[src/design/dhtr_pkg.sv]
// ----------------------------------------------------------------------------
// dhtr_pkg: shared definitions for the single-wire humidity sensor reader
// Register map, reset values, configuration bundle and stream word layout.
// ----------------------------------------------------------------------------
package dhtr_pkg;

    // Default number of data bits stored per reading.
    localparam int DATA_BITS_DEF = 40;

    // Number of received bytes presented on the result stream.
    localparam int OUT_BYTES = 5;

    // Configuration port geometry.
    localparam int APB_DW = 32;
    localparam int APB_AW = 5;

    // Register indexes (byte address is four times the index).
    localparam logic [2:0] REG_START_LOW    = 3'd0;
    localparam logic [2:0] REG_RELEASE_HIGH = 3'd1;
    localparam logic [2:0] REG_ONE_THRESH   = 3'd2;
    localparam logic [2:0] REG_TIMEOUT      = 3'd3;
    localparam logic [2:0] REG_EDGE_LIMIT   = 3'd4;

    // Register reset values.
    localparam logic [15:0] START_LOW_RST    = 16'd18000;
    localparam logic [7:0]  RELEASE_HIGH_RST = 8'd40;
    localparam logic [7:0]  ONE_THRESH_RST   = 8'd16;
    localparam logic [7:0]  TIMEOUT_RST      = 8'd255;
    localparam logic [6:0]  EDGE_LIMIT_RST   = 7'd85;

    // Input kind codes.
    localparam logic KIND_TICK  = 1'b0;
    localparam logic KIND_START = 1'b1;

    // Result word width: 5 flags, 5 bytes, 6-bit count, padded to bytes.
    localparam int RES_BITS = 5 + 8 * OUT_BYTES + 6;
    localparam int RES_DW   = ((RES_BITS + 7) / 8) * 8;

    typedef struct packed {
        logic [15:0] start_low_ticks;
        logic [7:0]  release_high_ticks;
        logic [7:0]  one_threshold;
        logic [7:0]  timeout_ticks;
        logic [6:0]  edge_limit;
    } cfg_t;

endpackage

[src/design/dhtr_regs.sv]
// ----------------------------------------------------------------------------
// dhtr_regs: configuration register file
// APB-style register bank holding the timing settings of the reader.
// ----------------------------------------------------------------------------
module dhtr_regs (
    input  logic                          aclk,
    input  logic                          aresetn,
    input  logic                          psel,
    input  logic                          penable,
    input  logic                          pwrite,
    input  logic [dhtr_pkg::APB_AW-1:0]   paddr,
    input  logic [dhtr_pkg::APB_DW-1:0]   pwdata,
    output logic [dhtr_pkg::APB_DW-1:0]   prdata,
    output logic                          pready,
    output dhtr_pkg::cfg_t                cfg
);

    dhtr_pkg::cfg_t cfg_reg;
    logic [2:0]     reg_index;
    logic           wr_en;

    assign pready    = 1'b1;
    assign reg_index = paddr[dhtr_pkg::APB_AW-1:2];
    assign wr_en     = psel && penable && pwrite;
    assign cfg       = cfg_reg;

    always_ff @(posedge aclk) begin
        if (!aresetn) begin
            cfg_reg.start_low_ticks    <= dhtr_pkg::START_LOW_RST;
            cfg_reg.release_high_ticks <= dhtr_pkg::RELEASE_HIGH_RST;
            cfg_reg.one_threshold      <= dhtr_pkg::ONE_THRESH_RST;
            cfg_reg.timeout_ticks      <= dhtr_pkg::TIMEOUT_RST;
            cfg_reg.edge_limit         <= dhtr_pkg::EDGE_LIMIT_RST;
        end else if (wr_en) begin
            case (reg_index)
                dhtr_pkg::REG_START_LOW:    cfg_reg.start_low_ticks    <= pwdata[15:0];
                dhtr_pkg::REG_RELEASE_HIGH: cfg_reg.release_high_ticks <= pwdata[7:0];
                dhtr_pkg::REG_ONE_THRESH:   cfg_reg.one_threshold      <= pwdata[7:0];
                dhtr_pkg::REG_TIMEOUT:      cfg_reg.timeout_ticks      <= pwdata[7:0];
                dhtr_pkg::REG_EDGE_LIMIT:   cfg_reg.edge_limit         <= pwdata[6:0];
                default: begin
                end
            endcase
        end
    end

    always_comb begin
        case (reg_index)
            dhtr_pkg::REG_START_LOW:    prdata = {16'd0, cfg_reg.start_low_ticks};
            dhtr_pkg::REG_RELEASE_HIGH: prdata = {24'd0, cfg_reg.release_high_ticks};
            dhtr_pkg::REG_ONE_THRESH:   prdata = {24'd0, cfg_reg.one_threshold};
            dhtr_pkg::REG_TIMEOUT:      prdata = {24'd0, cfg_reg.timeout_ticks};
            dhtr_pkg::REG_EDGE_LIMIT:   prdata = {25'd0, cfg_reg.edge_limit};
            default:                    prdata = '0;
        endcase
    end

endmodule

[src/design/dht11_single_wire_reader_core.sv]
// ----------------------------------------------------------------------------
// dht11_single_wire_reader_core: single-wire humidity sensor reader
// Drives the start request, times line pulses and collects the data bits.
// ----------------------------------------------------------------------------
//
//  Channel   Direction  Word contents
//  s_*       in         tuser: kind (0 tick, 1 start); tdata: line_level
//  m_*       out        one status word per input word (flags, bytes, count)
//  apb       in/out     five configuration registers at byte addresses 0..16
//
// Every input word produces exactly one result word. The whole update of the
// reader state is one short combinational step, so a word is accepted in
// every cycle while s_tready is high, and its result is registered. A
// two-entry output buffer (result register plus skid register) keeps
// accepting while a result waits; s_tready falls only when both entries are
// full. Reset is synchronous and active low.
module dht11_single_wire_reader_core #(
    parameter int DATA_BITS = dhtr_pkg::DATA_BITS_DEF
) (
    input  logic                          aclk,
    input  logic                          aresetn,
    // Input stream.
    input  logic                          s_tvalid,
    output logic                          s_tready,
    input  logic [7:0]                    s_tdata,   // [0] line_level, [7:1] zero
    input  logic [0:0]                    s_tuser,   // [0] kind
    // Result stream.
    output logic                          m_tvalid,
    input  logic                          m_tready,
    // [0] drive_low, [1] drive_high, [2] busy_res, [3] done_res,
    // [4] timed_out, [12:5] humidity_int, [20:13] humidity_frac,
    // [28:21] temp_int, [36:29] temp_frac, [44:37] check_byte,
    // [50:45] bits_received, [55:51] zero
    output logic [dhtr_pkg::RES_DW-1:0]   m_tdata,
    // Configuration port.
    input  logic                          psel,
    input  logic                          penable,
    input  logic                          pwrite,
    input  logic [dhtr_pkg::APB_AW-1:0]   paddr,
    input  logic [dhtr_pkg::APB_DW-1:0]   pwdata,
    output logic [dhtr_pkg::APB_DW-1:0]   prdata,
    output logic                          pready
);

    // Stored bytes and bit counter width follow the data length.
    localparam int NBYTES = (DATA_BITS + 7) / 8;
    localparam int BIT_W  = $clog2(DATA_BITS + 1);

    typedef enum logic [1:0] {
        PH_IDLE,
        PH_LOW,
        PH_HIGH,
        PH_READ
    } phase_t;

    dhtr_pkg::cfg_t cfg;

    dhtr_regs u_regs (
        .aclk    (aclk),
        .aresetn (aresetn),
        .psel    (psel),
        .penable (penable),
        .pwrite  (pwrite),
        .paddr   (paddr),
        .pwdata  (pwdata),
        .prdata  (prdata),
        .pready  (pready),
        .cfg     (cfg)
    );

    // Reader state.
    phase_t            phase_reg, phase_next;
    logic [15:0]       timer_reg, timer_next;
    logic              prev_level_reg, prev_level_next;
    logic [7:0]        run_reg, run_next;
    logic [6:0]        edge_idx_reg, edge_idx_next;
    logic [BIT_W-1:0]  bit_idx_reg, bit_idx_next;
    logic [7:0]        data_reg  [NBYTES];
    logic [7:0]        data_next [NBYTES];
    logic              timeout_reg, timeout_next;
    logic              done_now;

    // Output buffer.
    logic                         out_valid_reg;
    logic [dhtr_pkg::RES_DW-1:0]  out_data_reg;
    logic                         skid_valid_reg;
    logic [dhtr_pkg::RES_DW-1:0]  skid_data_reg;

    logic s_take;
    logic m_take;
    logic kind;
    logic level;

    // Step arithmetic.
    logic [15:0] timer_inc;
    logic        low_end;
    logic        high_end;
    logic [7:0]  run_inc;
    logic [6:0]  edge_inc;
    logic        bit_slot;
    logic        bit_val;

    logic [7:0]                  out_byte [dhtr_pkg::OUT_BYTES];
    logic [dhtr_pkg::RES_DW-1:0] res_word;

    assign s_tready = !skid_valid_reg;
    assign m_tvalid = out_valid_reg;
    assign m_tdata  = out_data_reg;
    assign s_take   = s_tvalid && s_tready;
    assign m_take   = out_valid_reg && m_tready;
    assign kind     = s_tuser[0];
    assign level    = s_tdata[0];

    assign timer_inc = timer_reg + 16'd1;
    // The low phase ends when the incremented timer plus one reaches the
    // setting, so a setting of zero behaves as one.
    assign low_end   = ({1'b0, timer_inc} + 17'd1) >= {1'b0, cfg.start_low_ticks};
    assign high_end  = timer_inc >= {8'd0, cfg.release_high_ticks};
    assign run_inc   = run_reg + 8'd1;
    assign edge_inc  = edge_idx_reg + 7'd1;
    // Data bits are taken on line transitions with an even index of at least 4, until storage is full.
    assign bit_slot  = (edge_idx_reg >= 7'd4) && !edge_idx_reg[0]
                       && (bit_idx_reg < BIT_W'(DATA_BITS));
    assign bit_val   = run_reg > cfg.one_threshold;

    always_comb begin
        phase_next      = phase_reg;
        timer_next      = timer_reg;
        prev_level_next = prev_level_reg;
        run_next        = run_reg;
        edge_idx_next   = edge_idx_reg;
        bit_idx_next    = bit_idx_reg;
        timeout_next    = timeout_reg;
        done_now        = 1'b0;
        for (int j = 0; j < NBYTES; j++) begin
            data_next[j] = data_reg[j];
        end

        if (kind == dhtr_pkg::KIND_START) begin
            // A start restarts the reading from scratch, even when busy.
            phase_next      = PH_LOW;
            timer_next      = '0;
            prev_level_next = 1'b1;
            run_next        = '0;
            edge_idx_next   = '0;
            bit_idx_next    = '0;
            timeout_next    = 1'b0;
            for (int j = 0; j < NBYTES; j++) begin
                data_next[j] = '0;
            end
        end else begin
            case (phase_reg)
                PH_LOW: begin
                    timer_next = timer_inc;
                    if (low_end) begin
                        timer_next = '0;
                        phase_next = (cfg.release_high_ticks == 8'd0) ? PH_READ : PH_HIGH;
                    end
                end
                PH_HIGH: begin
                    timer_next = timer_inc;
                    if (high_end) begin
                        timer_next = '0;
                        phase_next = PH_READ;
                    end
                end
                PH_READ: begin
                    if (level == prev_level_reg) begin
                        run_next = run_inc;
                        if (run_inc >= cfg.timeout_ticks) begin
                            timeout_next = 1'b1;
                            phase_next   = PH_IDLE;
                            done_now     = 1'b1;
                        end
                    end else begin
                        if (bit_slot) begin
                            for (int j = 0; j < NBYTES; j++) begin
                                if ((bit_idx_reg >> 3) == BIT_W'(j)) begin
                                    data_next[j] = {data_reg[j][6:0], bit_val};
                                end
                            end
                            bit_idx_next = bit_idx_reg + BIT_W'(1);
                        end
                        prev_level_next = level;
                        run_next        = '0;
                        edge_idx_next   = edge_inc;
                        if (edge_inc >= cfg.edge_limit) begin
                            phase_next = PH_IDLE;
                            done_now   = 1'b1;
                        end
                    end
                end
                default: begin
                end
            endcase
        end
    end

    // Bytes beyond the stored length read as zero.
    for (genvar k = 0; k < dhtr_pkg::OUT_BYTES; k++) begin : g_out_byte
        if (k < NBYTES) begin : g_stored
            assign out_byte[k] = data_next[k];
        end else begin : g_absent
            assign out_byte[k] = '0;
        end
    end

    assign res_word = dhtr_pkg::RES_DW'({
        6'(bit_idx_next),
        out_byte[4], out_byte[3], out_byte[2], out_byte[1], out_byte[0],
        timeout_next,
        done_now,
        phase_next != PH_IDLE,
        phase_next == PH_HIGH,
        phase_next == PH_LOW
    });

    always_ff @(posedge aclk) begin
        if (!aresetn) begin
            phase_reg      <= PH_IDLE;
            timer_reg      <= '0;
            prev_level_reg <= 1'b1;
            run_reg        <= '0;
            edge_idx_reg   <= '0;
            bit_idx_reg    <= '0;
            timeout_reg    <= 1'b0;
            for (int j = 0; j < NBYTES; j++) begin
                data_reg[j] <= '0;
            end
            out_valid_reg  <= 1'b0;
            skid_valid_reg <= 1'b0;
        end else begin
            if (s_take) begin
                phase_reg      <= phase_next;
                timer_reg      <= timer_next;
                prev_level_reg <= prev_level_next;
                run_reg        <= run_next;
                edge_idx_reg   <= edge_idx_next;
                bit_idx_reg    <= bit_idx_next;
                timeout_reg    <= timeout_next;
                for (int j = 0; j < NBYTES; j++) begin
                    data_reg[j] <= data_next[j];
                end
            end

            if (skid_valid_reg) begin
                // Input is stalled; drain the skid entry into the output.
                if (m_take) begin
                    out_data_reg   <= skid_data_reg;
                    skid_valid_reg <= 1'b0;
                end
            end else if (s_take) begin
                if (!out_valid_reg || m_take) begin
                    out_data_reg  <= res_word;
                    out_valid_reg <= 1'b1;
                end else begin
                    skid_data_reg  <= res_word;
                    skid_valid_reg <= 1'b1;
                end
            end else if (m_take) begin
                out_valid_reg <= 1'b0;
            end
        end
    end

endmodule
[config.mk]
export PLATFORM = sky130hd
export DESIGN_NAME = dht11_single_wire_reader_core
export DESIGN_NICKNAME = d
export VERILOG_FILES = /design/src/design/dhtr_pkg.sv /design/src/design/dhtr_regs.sv /design/src/design/dht11_single_wire_reader_core.sv
export SDC_FILE = /design/constraint.sdc
export NUM_CORES = 1
export LEC_CHECK = 0
export CAP_MARGIN = 20
export CORE_MARGIN = 8
export CORE_UTILIZATION = 45
export DETAILED_ROUTE_END_ITERATION = 16
export DONT_BUFFER_PORTS = 1
export GPL_ROUTABILITY_DRIVEN = 1
export PLACE_DENSITY = 0.68
export SLEW_MARGIN = 30
export SYNTH_ARGS = -nofsm -noshare
export SYNTH_HDL_FRONTEND = slang
export SYNTH_SLANG_ARGS = --single-unit
export TNS_END_PERCENT = 20
[constraint.sdc]
create_clock -name aclk -period 5.5 [get_ports aclk]
set_input_delay 0.55 -clock aclk [delete_from_list [all_inputs] [get_ports aclk]]
set_output_delay 0.55 -clock aclk [all_outputs]
set_load 0.005 [all_outputs]
==> run summary, run 1 <==
Clock Skew = 0.0108 ns
synthesis-to-finish area growth = 8.06%
total power divided by cell area = 282 nW/um^2
endpoint type of the worst setup path = register
maximum clock path buffer count = 3
Wirelength per Cell = 17.2 um
Die Wd = 181 um
Pins Over Slew Limit = 0
Root Driver = clkbuf_16
final hold slack = 0.156 ns
Max VDD drop = 200 uV
pin count of the biggest net entering global routing = 149
Least-Margin Pin Slew = 0.955 ns
Worst Path Arrival = 5.18 ns
WP data required = 5.90 ns
top cells by area, synth = edfxtp_1 35%, dfxtp_1 15%, mux2i_1 6.4%
first-pass GRT wire length = 42700 um
crit path kind = register to register
Final min period = 4.79 ns
Final setup viols = 0
CP Launch Type = register
Die H = 181 um
Pre-antenna DRT Iters = 5
hold buffer count at CTS = 0
fin area = 13200 sq um
core area = 26800 sq um
Via density = 5.56
Antenna Nets Post-Route = 0
sequential share of the synthesized area = 49.7%
HPWL after DPL = 18500 um
crit-path max cell delay = 0.54 ns
Sw Ratio = 22.5%
top-area cell type share of the netlist area = 35.0%
RSZ-0062 raised after global routing = no
num rows = 60
FMAX = 209 MHz
Synth area leader = edfxtp_1
Worst-Skew Late Latency = 0.53 ns
crit share post-route = 87.0%
initial antenna violation count = 0
Tot Pwr = 3.71 mW
min-delay worst type = input pin to register
antenna cells = 0
crit-path cells = ha_1 > nand3_1 > or3_1 > a22o_1 > nor2_1 > nand3_1 > nor2_1 > a31oi_1 > xnor2_1 > ha_1 > nand2_1 > nor3_1 > o311ai_0 > nand4_1 > a31oi_1 > or4_4 > a211oi_2 > mux2_1
CTS Buf Count = 26
Post-synth ARST share = 0%
Starting DRT DRC Count = 683
Synth top cells by count = 151 x nand2_1, 142 x edfxtp_1, 91 x nor2_1
CTS sink count = 232
run status = complete, no violations
Post-Route WL = 26600 um
leakage power = 4.72 nW
Fin. Hold Viols = 0
Reg clk slew, reported paths = 0.06 ns
Cells after Synth = 1221
crit-path max FO = 14
Slew Limit Headroom = 35.8%
Primary FF master, synth = edfxtp_1
FF+latch count, synth = 232
via count = 8603
post-route setup TNS = 0 ns
synth unique cells = 63
NetSw = 835 uW
Post-CTS Setup Bufs = 0
max_cap viols = 0
CTS tree = done
CTS resizes = 0
DRC viols = 0
Initial Utilization = 45.5%
GRT Util Overall = 15.7%
Final #Nets = 1291
layout cells sized above 1 = 5.39%
vias in the first global route = 8116
Worst path slowest cell = ha_1
Crit path max-delay family = simple AND/OR/NAND/NOR gates
Ys Warns = 0
Ports = 144
placed cell area = 12400 sq um
Overflow after GRT = 0
most common cell in the netlist = nand2_1
Buf+Inv Stages, Crit Path = 0
Die Area = 32600 sq um
H-Tree Depth = 1
Post-synth EDFFs = 142
Layout Utilization = 49.2%
Gate power share = 4.3%
internal power = 2.88 mW
RePlAce Congestion = 0.879
Flop pwr share = 52.0%
Synth Cell Area = 12200 sq um
I/O Buffers = 0
clock network power share = 43.6%
post-synthesis average cell area = 9.99 sq um
metal layers:
metal,global-route usage (%),wire length [um],share of wire (%)
met5,0,0,0
met4,4.56,541,2.0
met1,21.4,12400,47
met2,24.8,11900,45
met3,3.53,1680,6.3
cell families (layout without fill, tap and decap cells):
logic type / Yosys count / in the layout / share of synthesized area (%)
xor+xnor: 42 / 42 / 3.02
buf+inv: 159 / 123 / 5.74
fa+ha+maj: 53 / 53 / 5.44
other cells: 2 / 22 / 0.0616
simple gates: 430 / 430 / 17.0
flops: 232 / 232 / 49.7
compound gates: 222 / 222 / 12.3
mux: 81 / 81 / 6.77
cells in the final DEF, fill, tap and decap left out, drive strengths merged, types with 4 or more instances in the layout:
| master | synthesis | final |
|---|---|---|
| nand2 | 151 | 151 |
| a21o | 9 | 9 |
| o31ai | 49 | 49 |
| or3 | 4 | 4 |
| nor3 | 52 | 52 |
| o21a | 7 | 7 |
| a211oi | 4 | 4 |
| clkinv | 0 | 15 |
| or4 | 4 | 4 |
| a21oi | 33 | 33 |
| nor4 | 10 | 10 |
| o22ai | 8 | 8 |
| nand3 | 19 | 19 |
| dfxtp | 90 | 90 |
| o211ai | 19 | 19 |
| and3 | 10 | 10 |
| nand2b | 10 | 10 |
| a22o | 4 | 4 |
| mux2i | 78 | 78 |
| conb | 2 | 22 |
| xnor2 | 28 | 28 |
| clkbuf | 59 | 29 |
| ha | 53 | 53 |
| inv | 64 | 64 |
| edfxtp | 142 | 142 |
| and2 | 19 | 19 |
| a31oi | 10 | 10 |
| buf | 36 | 11 |
| nor2 | 91 | 91 |
| a22oi | 12 | 12 |
| nor2b | 31 | 31 |
| a21boi | 23 | 23 |
| o21ai | 35 | 35 |
| xor2 | 14 | 14 |
| nand4 | 14 | 14 |
area by class of cell:
| cell class | count | area, sq um |
|---|---|---|
| fill | 2436 | 13600 |
| clock inverter | 19 | 129 |
| sequential | 232 | 6070 |
| timing repair buffer | 11 | 103 |
| inverter | 64 | 240 |
| multi-input combinational | 850 | 5540 |
| tap | 341 | 427 |
| clock buffer | 29 | 672 |
power by group through the flow:
stage                     sequential [mW]  combinational [mW]  clock, mW
after floorplan                      1.96               0.162          0
after global placement               1.97               0.156          0
after detailed placement             1.97               0.161          0
after CTS                            1.93               0.162       1.66
after global routing                 1.94               0.182       1.72
final                                1.93               0.161       1.62
final timing paths:
path | startpoint | to | slack, ns | cells past startpoint
min | pwdata[0] | u_regs.cfg[0] | 0.16 | 2
max reg2reg | timer_reg[1] | m_tdata[1] | 0.71 | 18
max | timer_reg[1] | m_tdata[1] | 0.71 | 18
min reg2reg | u_regs.cfg[44] | u_regs.cfg[44] | 0.48 | 2
metrics by stage:
step	setup WS (ns)	cells
global route	0.323	1546
CTS	0.683	1546
floorplan	1.43	1241
detailed placement	0.717	1498
global placement	0.817	1497
finish	0.712	1546
No activity file was read; power rests on OpenSTA's default activity.
==> inputs of run 2 (changes only) <==
ABC_AREA = 1   (was not set)
==> run 2 against run 1 <==
Largest power group unchanged. Maximum frequency increased by 23%. Hold slack worse by 0.034 ns. Critical path depth grew 6. Sequential power about the same. Wire length down 0.32%. Sequential share of layout area increased by 1.1 points. Register-to-register slack better by 0.88 ns. Cell count is 11% higher. Synthesized cell count rose by 13%. First-iteration DRC count down 2.8%. Global-route usage grew 0.58 points. Highest routed layer unchanged. Die area is 2.6% lower.
==> run summary, run 2 <==
H-Tree Depth = 1
WP data required = 5.78 ns
Die Area = 31800 sq um
# placed instances = 1675
max_cap viols = 0
R2R Path End = m_tdata[2]
Synth top cells by count = 223 x nand2_1, 198 x inv_1, 166 x nor2_1
Fin. Hold Viols = 0
via count = 8996
endpoint type of the worst setup path = register
Clock Skew = 0.00966 ns
CP Launch Type = register
total power divided by cell area = 286 nW/um^2
most frequent cells in the layout = 222 x nand2_1, 198 x inv_1, 164 x nor2_1
Wirelength per Cell = 15.4 um
I/O Buffers = 0
post-synthesis average cell area = 8.61 sq um
Via density = 5.23
HPWL after DPL = 18400 um
CTS resizes = 0
Root Driver = clkbuf_16
pin count of the biggest net entering global routing = 102
FMAX = 256 MHz
crit path kind = register to register
Worst Hold End = prev_level_reg
Pre-antenna DRT Iters = 5
Die H = 178 um
Post-synth EDFFs = 142
vias in the first global route = 8428
Worst Path Arrival = 4.19 ns
Post-Route WL = 26500 um
sequential share of the synthesized area = 51.2%
Ys Warns = 0
Final setup viols = 0
min-delay worst type = input pin to register
num rows = 59
Reg clk slew, reported paths = 0.06 ns
Antenna Nets Post-Route = 0
Primary FF master, synth = edfxtp_1
leakage power = 5.31 nW
register-to-register setup slack = 1.60 ns
Min-Delay Startpoint = aresetn
hold buffer count at CTS = 0
Synth Cell Area = 11800 sq um
Max VDD drop = 304 uV
maximum clock path buffer count = 3
# fillers = 2413
RSZ-0062 raised after global routing = no
most common cell in the netlist = nand2_1
top-area cell type share of the netlist area = 36.0%
Reg2Reg Depth = 24
core area = 26000 sq um
Final min period = 3.90 ns
first-pass GRT wire length = 42600 um
initial antenna violation count = 1
CTS Buf Count = 25
Slew Limit Headroom = 40.2%
Synth area leader = edfxtp_1
CTS sink count = 232
RePlAce Congestion = 0.882
Final #Nets = 1473
Overflow after GRT = 0
Worst-Skew Late Latency = 0.53 ns
crit share post-route = 71.0%
synth unique cells = 44
WHS Path Cells = 1
CTS tree = done
Pins Over Slew Limit = 0
Tot Pwr = 3.68 mW
layout cells sized above 1 = 6.07%
Post-CTS Setup Bufs = 0
top cells by area, synth = edfxtp_1 36%, dfxtp_1 15%, nand2_1 7.1%
Die Wd = 178 um
Starting DRT DRC Count = 664
commonest non-fill, non-tap cell in the layout = nand2_1
Cells after Synth = 1376
Initial Utilization = 45.6%
run status = complete, no violations
post-route setup TNS = 0 ns
synthesis-to-finish area growth = 8.58%
reg-to-reg startpoint = timer_reg[0]
DRC viols = 0
GRT Util Overall = 16.3%
Ports = 144
crit-path max FO = 8
FF+latch count, synth = 232
Least-Margin Pin Slew = 0.890 ns
Post-synth ARST share = 0%
Final Instance Count excl. Fillers = 1719
[run 2: worst max-delay path by stage]
stage,start,endpoint,cells after the start
5_1_grt,timer_reg[0],m_tdata[2],24
2_1_floorplan,aresetn,skid_data_reg[0],7
6_report,timer_reg[0],m_tdata[2],24
3_3_place_gp,timer_reg[0],m_tdata[2],24
3_5_place_dp,timer_reg[0],m_tdata[2],24
4_1_cts,timer_reg[0],m_tdata[2],24
[run 2: cells by family (layout without fill, tap and decap cells)]
| logic type | count (synthesis) | in the layout | synth area share (%) |
|---|---|---|---|
| buf+inv | 265 | 252 | 9.20 |
| fa+ha+maj | 53 | 53 | 5.60 |
| other cells | 2 | 23 | 0.0634 |
| xor+xnor | 26 | 26 | 1.99 |
| simple gates | 513 | 513 | 18.8 |
| flops | 232 | 232 | 51.2 |
| compound gates | 285 | 285 | 13.1 |
[run 2: stage by stage]
step | setup slack [ns] | hold WS [ns] | area, sq um | utilization, %
2_1_floorplan | 1.40 | 0.450 | 11900 | -
3_3_place_gp | 1.67 | 0.463 | 12100 | 46.5
3_5_place_dp | 1.62 | 0.471 | 12100 | 46.5
4_1_cts | 1.58 | 0.0796 | 12900 | 49.5
5_1_grt | 1.16 | 0.0887 | 12900 | 49.5
6_report | 1.60 | 0.122 | 12900 | 49.5
[run 2: per-layer routing]
| layer | up-vias | GRT usage, % | wire [um] |
|---|---|---|---|
| li1 | 4539 | - | - |
| met1 | 4187 | 20.5 | 11700 |
| met2 | 223 | 28.0 | 12700 |
| met3 | 47 | 3.15 | 1500 |
| met4 | 0 | 4.96 | 553 |
| met5 | - | 0 | 0 |
[run 2: area by class of cell]
class	instances	area, sq um	area share [%]
Antenna cell	1	2.50	0.0195
Clock buffer	33	676	5.25
Clock inverter	10	87.6	0.681
Inverter	201	754	5.87
Multi-Input combinational cell	899	4790	37.3
Sequential cell	232	6070	47.2
Tap cell	335	419	3.26
Timing Repair Buffer	8	60.1	0.467
[run 2: worst max-delay path: stages (launching register included)]
cell and delay (ns):
dfxtp_1 0.53, inv_2 0.14, ha_1 0.36, nor3_1 0.36
nand4_1 0.18, nor2_1 0.13, inv_1 0.08, nor2_2 0.10
nand2_1 0.07, xor2_1 0.15, ha_1 0.29, nand2_1 0.07
inv_1 0.03, nand2_1 0.08, nor2_1 0.06, a21oi_1 0.11
nand3_1 0.08, nand2_1 0.06, nand2_1 0.04, nand2_1 0.06
nand3_2 0.14, a21oi_1 0.22, nand4_1 0.15, nand2_1 0.10
nand2_1 0.05
[run 2: report_power, final]
group | switching, mW | internal [mW] | total, mW
sequential | 0.0271 | 1.90 | 1.93
combinational | 0.122 | 0.0436 | 0.166
clock | 0.674 | 0.909 | 1.58
total | 0.824 | 2.85 | 3.68
